--- src/hw/rtl/fovpm_pkg.sv ---
// ----------------------------------------------------------------------------
// fovpm_pkg
// Shared widths, constants and types of the projection matrix pipeline.
// ----------------------------------------------------------------------------
package fovpm_pkg;

  localparam int QW           = 32;         // quotient and result width
  localparam int CW           = 33;         // cordic x, y, z width
  localparam int CORDIC_STEPS = 24;
  localparam int DIV_LAT      = QW + 2;     // prep stage, one cell per bit, output stage

  localparam logic signed [CW-1:0] X_INIT = 33'sd1073741824;
  localparam logic signed [33:0] PI_Q30      = 34'sd3373259426;
  localparam logic signed [33:0] HALF_PI_Q30 = 34'sd1686629713;

  localparam logic signed [QW-1:0] S32_MAX = 32'sh7fffffff;
  localparam logic signed [QW-1:0] S32_MIN = 32'sh80000000;

  localparam logic signed [CW-1:0] ATAN [CORDIC_STEPS] = '{
    33'sd843314856, 33'sd497837829, 33'sd263043837, 33'sd133525159,
    33'sd67021688,  33'sd33543516,  33'sd16775851,  33'sd8388437,
    33'sd4194283,   33'sd2097149,   33'sd1048576,   33'sd524288,
    33'sd262144,    33'sd131072,    33'sd65536,     33'sd32768,
    33'sd16384,     33'sd8192,      33'sd4096,      33'sd2048,
    33'sd1024,      33'sd512,       33'sd256,       33'sd128
  };

  typedef enum logic [1:0] {
    ST_OK,
    ST_ZERO_W,
    ST_ZERO_H,
    ST_FAR_NEAR
  } status_t;

  // sign and overflow of one quotient, carried along the divider cells
  typedef struct packed {
    logic neg;
    logic ovf;
  } div_side_t;

  // result beat, scale_x in the lowest bits
  typedef struct packed {
    status_t            status;
    logic signed [31:0] depth_offset;
    logic signed [31:0] depth_scale;
    logic signed [31:0] offset_y;
    logic signed [31:0] offset_x;
    logic signed [31:0] scale_y;
    logic signed [31:0] scale_x;
  } res_t;

endpackage

--- src/hw/rtl/fovpm_cordic_cell.sv ---
// ----------------------------------------------------------------------------
// fovpm_cordic_cell
// One rotation step of the tangent cordic, registered.
// ----------------------------------------------------------------------------
module fovpm_cordic_cell import fovpm_pkg::*; #(
  parameter int STEP = 0
) (
  input  logic                 clk,
  input  logic                 en,
  input  logic signed [CW-1:0] x_in,
  input  logic signed [CW-1:0] y_in,
  input  logic signed [CW-1:0] z_in,
  output logic signed [CW-1:0] x_out,
  output logic signed [CW-1:0] y_out,
  output logic signed [CW-1:0] z_out
);

  logic signed [CW-1:0] dx;
  logic signed [CW-1:0] dy;

  assign dx = y_in >>> STEP;
  assign dy = x_in >>> STEP;

  always_ff @(posedge clk) begin
    if (en) begin
      if (!z_in[CW-1]) begin
        x_out <= x_in - dx;
        y_out <= y_in + dy;
        z_out <= z_in - ATAN[STEP];
      end else begin
        x_out <= x_in + dx;
        y_out <= y_in - dy;
        z_out <= z_in + ATAN[STEP];
      end
    end
  end

endmodule

--- config.mk ---
export PLATFORM = sky130hd
export DESIGN_NAME = fovpm_cordic_cell
export DESIGN_NICKNAME = d
export VERILOG_FILES = /design/src/hw/rtl/fovpm_pkg.sv /design/src/hw/rtl/fovpm_cordic_cell.sv
export SDC_FILE = /design/constraint.sdc
export NUM_CORES = 1
export LEC_CHECK = 0
export BUFFER_PORTS_ARGS = -buffer_cell sky130_fd_sc_hd__buf_2
export CAP_MARGIN = 25
export CORE_MARGIN = 2
export CORE_UTILIZATION = 48
export CTS_BUF_LIST = sky130_fd_sc_hd__clkbuf_4
export DETAILED_ROUTE_END_ITERATION = 10
export GPL_TIMING_DRIVEN = 0
export MAX_ROUTING_LAYER = met4
export PLACE_DENSITY = 0.71
export SLEW_MARGIN = 15
export SYNTH_ARGS = -nofsm -noshare
export SYNTH_HDL_FRONTEND = slang
export SYNTH_SLANG_ARGS = --single-unit
export TNS_END_PERCENT = 1
--- constraint.sdc ---
create_clock -name clk -period 4.63 [get_ports clk]
set_input_delay 0.2315 -clock clk [delete_from_list [all_inputs] [get_ports clk]]
set_output_delay 0.2315 -clock clk [all_outputs]
set_load 0.02 [all_outputs]
After elaboration in Yosys (flattened, before gate mapping)
Cells that the tools add are included.
- input bits: 101
- bits in writable memories: 0
- bits in latches: 0
- output and inout port bits: 99
- memories kept: 0
- ROM bits: 0
- flip-flop bits (word level): 99
- eq/ne operators: 0
- reductions and logical operators: 0
- shift operators: 0
- bitwise operators: 0
- multiply operators: 0
- muxes and demuxes: 3
- magnitude comparators: 0
- divide/modulo/power cells: 0
- $add $sub $neg: 5
- operator list (operator ; number):
    33-bit two-way mux ; 3
    33-bit subtractor ; 2
    33-bit by 31-bit adder with 33-bit output (second input constant) ; 1
    33-bit adder ; 1
    33-bit by 31-bit subtractor with 33-bit output (second input constant) ; 1

Longest topological paths before layout
- depth in word-level cells: 2
- mapped depth: 13

Worst setup path before layout
No wires, ideal clock.
- path type: input to register
- start point: input port z_in[32]
- end point: register z_out[32], data pin
- library setup time: 146 ps
- data arrival time: 3204 ps
- path slack: 1280 ps
- path buffers: 1
- data required time: 4484 ps
- cell stages on the path: 13
- cell sequence: inv_1 -> clkbuf_1 -> ha_1 -> a21o_1 -> a21oi_1 -> a2bb2oi_1 -> o21bai_1 -> a31o_2 -> a221o_1 -> a21oi_1 -> o21ai_1 -> a21o_1 -> a21oi_1
- longest elaborated chain between the ends: 2
- elaborated cells between the ends (all ways): 3
- classes of those cells: add/sub: 2; mux: 1
- ends and longest elaborated chain (element ; line ; text):
    start: declaration ; fovpm_cordic_cell.sv:12 ; input logic signed [CW-1:0] z_in,
    33-bit by 31-bit subtractor with 33-bit output / 33-bit by 31-bit adder with 33-bit output (equally long branches) ; fovpm_cordic_cell.sv:29, fovpm_cordic_cell.sv:33 ;
    33-bit two-way mux (*) ; fovpm_cordic_cell.sv:26 ; if (!z_in[CW-1]) begin
    end signal: assignment ; fovpm_cordic_cell.sv:29 ; z_out <= z_in - ATAN[STEP];
    end signal: assignment ; fovpm_cordic_cell.sv:33 ; z_out <= z_in + ATAN[STEP];
    end: declaration ; fovpm_cordic_cell.sv:15 ; output logic signed [CW-1:0] z_out
Every way passes the cells marked *; elsewhere a longest branch is shown, timed or not.
A chain may end at the register's enable or synchronous reset.

Final worst setup path
- start point: input port z_in[32]
- end point: register z_out[31], data pin
- longest elaborated chain between the ends: 1
- ends and longest elaborated chain (element ; line):
    33-bit two-way mux ; fovpm_cordic_cell.sv:26
No other way between the ends.

==> impl_metrics.yaml <==
route:
  drt_first_iter_violations: 780
  vias: 9086
  drc: 0
  wl_per_cell_um: 17.91
  dr.pass1.iters: 5
  avgViaCountPerCell: 5.718
  routed_wirelength_um: 28470
  drtAntennaViolNets: 0
logic_synthesis:
  synth-adder-area-share_pct: 16.90
  synth.avg_cell_area_sq_um: 8.767
  syn_area_sq_um: 9653
  synth_top_family_by_area: "compound AO/OA/AOI/OAI gates"
  yosysSeqAreaShare_pct: 30.49
  ys_seq_elements: 98
  synth-async-reset-ratio_pct: 0
  synthCells: 1101
  synthMuxAreaShare_pct: 1.361
  synth_top_area_share_pct: 30.49
  synth_xor_area_share_pct: 8.075
  synth-edff-count: 98
  synth_nets: 1330
  ys.warnings.count: 0
  synth_top_cells_by_area: "edfxtp_1 30%, ha_1 16%, a21oi_1 6.6%, xnor2_1 6.4%, inv_1 4.0%"
  synth_compound_area_share_pct: 24.68
  synth_top_cell_by_area: "edfxtp_1"
  synth_top_flop_cell: "edfxtp_1"
  synth.distinct_cells: 73
  synthSimpleGateAreaFrac_pct: 12.18
min_path:
  hold_path.class: "primary input to flip-flop"
global_route:
  grt_pass1_vias: 8595
  grt_pass1_wl_um: 44750
  antenna_found_initial: 3
  overflow: 0
  grt_max_degree: 65
  grtUsageTotal_pct: 27.02
sta:
  min_period_over_period_pct: 84.24
  whs_ns: 0.09794
  slew_viol_final: 0
  slew-limit-headroom_pct: 43.39
  setup_tns_ns: 0
  setup_viol: 0
  hold_viol: 0
  fmax_mhz: 256.4
  rsz0062_at_grt: "false"
  layout_min_cycle_time_ns: 3.901
  tightest_slew_ns: 0.8492
clock_network:
  cts_sinks: 98
  cts_buffers: 9
  clockBufferDepth: 2
  cts_max_level: 3
  cts_resized: 0
  post-cts-setup-buffers: 0
  path_clk_slew_ns: 0.17
  cts_root_buf: "clkbuf_4"
  cts_tree: "built"
die:
  start_util_pct: 49.28
  fp.dieW_um: 145.8
  die-area_sq_um: 21260
  die_h_um: 145.8
  row_count: 51
  io_pins: 200
  core_sq_um: 19590
outcome:
  status: "finished, final reports clean"
worst_setup_path:
  critPathRequiredTime_ns: 4.91
  path_delay_family: "compound AO/OA/AOI/OAI gates"
  crit_fanout: 24
  crit_chain: "buf_2 -> inv_1 -> clkbuf_2 -> fa_1 -> a21o_1 -> a221oi_1 -> o31ai_1 -> a32oi_1 -> a31oi_1 -> nand3_1 -> nand3_1 -> a31o_2 -> a21oi_1 -> xnor2_1"
  cp-start-kind: "primary input"
  slowest_stage: "fa_1"
  timing_worst_setup_path_type: "primary input to flip-flop"
  path_buf_inv: 3
  crit_top_cell: "nand3_1"
  cp-end-kind: "flip-flop"
  critical_path_arrival_ns: 4.18
  slowest_delay_ns: 0.57
power:
  ir_drop_mv: 0.1406
  power.density_nw_per_um2: 279.8
  p_leak_nw: 5.197
  finalPower_mw: 3.134
placed_design:
  finalWeightedCongestion: 0.9865
  io_buffers: 199
  dpl.hpwl_um: 22430
finish:
  mostFrequentLayoutCell: "buf_2"
  area_growth_pct: 16.06
  final_nets: 1545
  drive_gt1_share_pct: 18.77
  fin_util_pct: 57.19
  mostFrequentLayoutCells: "204 x buf_2, 128 x a21oi_1, 124 x ha_1, 104 x inv_1, 98 x edfxtp_1"
job:
  drv_cap: 0
-- cell usage after synthesis (all sizes together), types with 3 or more instances --
cell type and count:
clkinv 3, nand3b 4, a311oi 5, a21oi 130, o211ai 8, nor4 12, fa 4, o2111ai 3
clkbuf 24, a21boi 4, a31oi 12, nand3 14, nand4 6, o31ai 7, a2111oi 3, nand2b 13
edfxtp 98, o21a 3, nor2 95, or2 6, ha 124, a211oi 12, nand2 54, and2 3
xnor2 70, a221oi 6, nor2b 13, and3 6, a221o 5, buf 20, o21bai 22, or3 3
a21o 49, mux2i 12, xor2 19, nor3 21, a31o 4, inv 104, o21ai 74
-- cells by family after synthesis --
group,after synthesis
AO/OA/AOI/OAI,369
AND/OR/NAND/NOR,253
buffers and inverters,151
adder cells (fa/ha/maj),128
flip-flops,98
XOR/XNOR,89
multiplexers,13
-- flip-flops by register name, summed over array words and instances, names as in the netlist --
signal	flops
x_out	32
z_out	33
y_out	33
-- per-layer routing --
layer  GRT usage (%)  share of wire (%)  up-vias
met5               -                  0        -
met4           9.216                2.7        0
met3           3.793                8.1       53
met2           42.10                 45      446
met1           36.22                 44     4211
li1                -                  -     4376
-- where the power goes --
| part | total [mW] | internal, mW | switching, mW |
|---|---|---|---|
| Clock | 0.515 | 0.170 | 0.345 |
| Sequential | 1.21 | 1.17 | 0.0343 |
| Combinational | 1.41 | 0.517 | 0.895 |
| Total | 3.13 | 1.86 | 1.27 |
-- through the flow --
stage	std cells	worst slack [ns]	cell area [sq um]
6_report	1589	0.7295	11200
5_1_grt	1589	0.4623	11200
4_1_cts	1586	0.7868	11200
3_5_place_dp	1566	0.2201	11010
3_3_place_gp	1565	-0.1808	10980
2_1_floorplan	1101	1.280	9653
-- timing repair --
action / in CTS / in global routing
hold buffers: 4 / 0
endpoints found under the setup margin: 0 / 0
hold endpoints to repair: 4 / 0
-- final timing paths --
kind	start	end	slack [ns]	depth (start not counted)
worst max-delay path	z_in[32]	z_out[31]	0.73	14
worst min-delay path	z_in[4]	z_out[4]	0.1	2
-- area by class of cell --
cell class	instances	area, sq um
timing repair buffer	204	1066
clock buffer	9	67.56
multi-input combinational	852	6101
inverter	107	402.9
clock inverter	7	76.32
fill	1853	8387
tap	265	331.6
antenna	3	7.507
buffer	44	207.7
sequential	98	2943
Power figures use the tool's default switching activity.
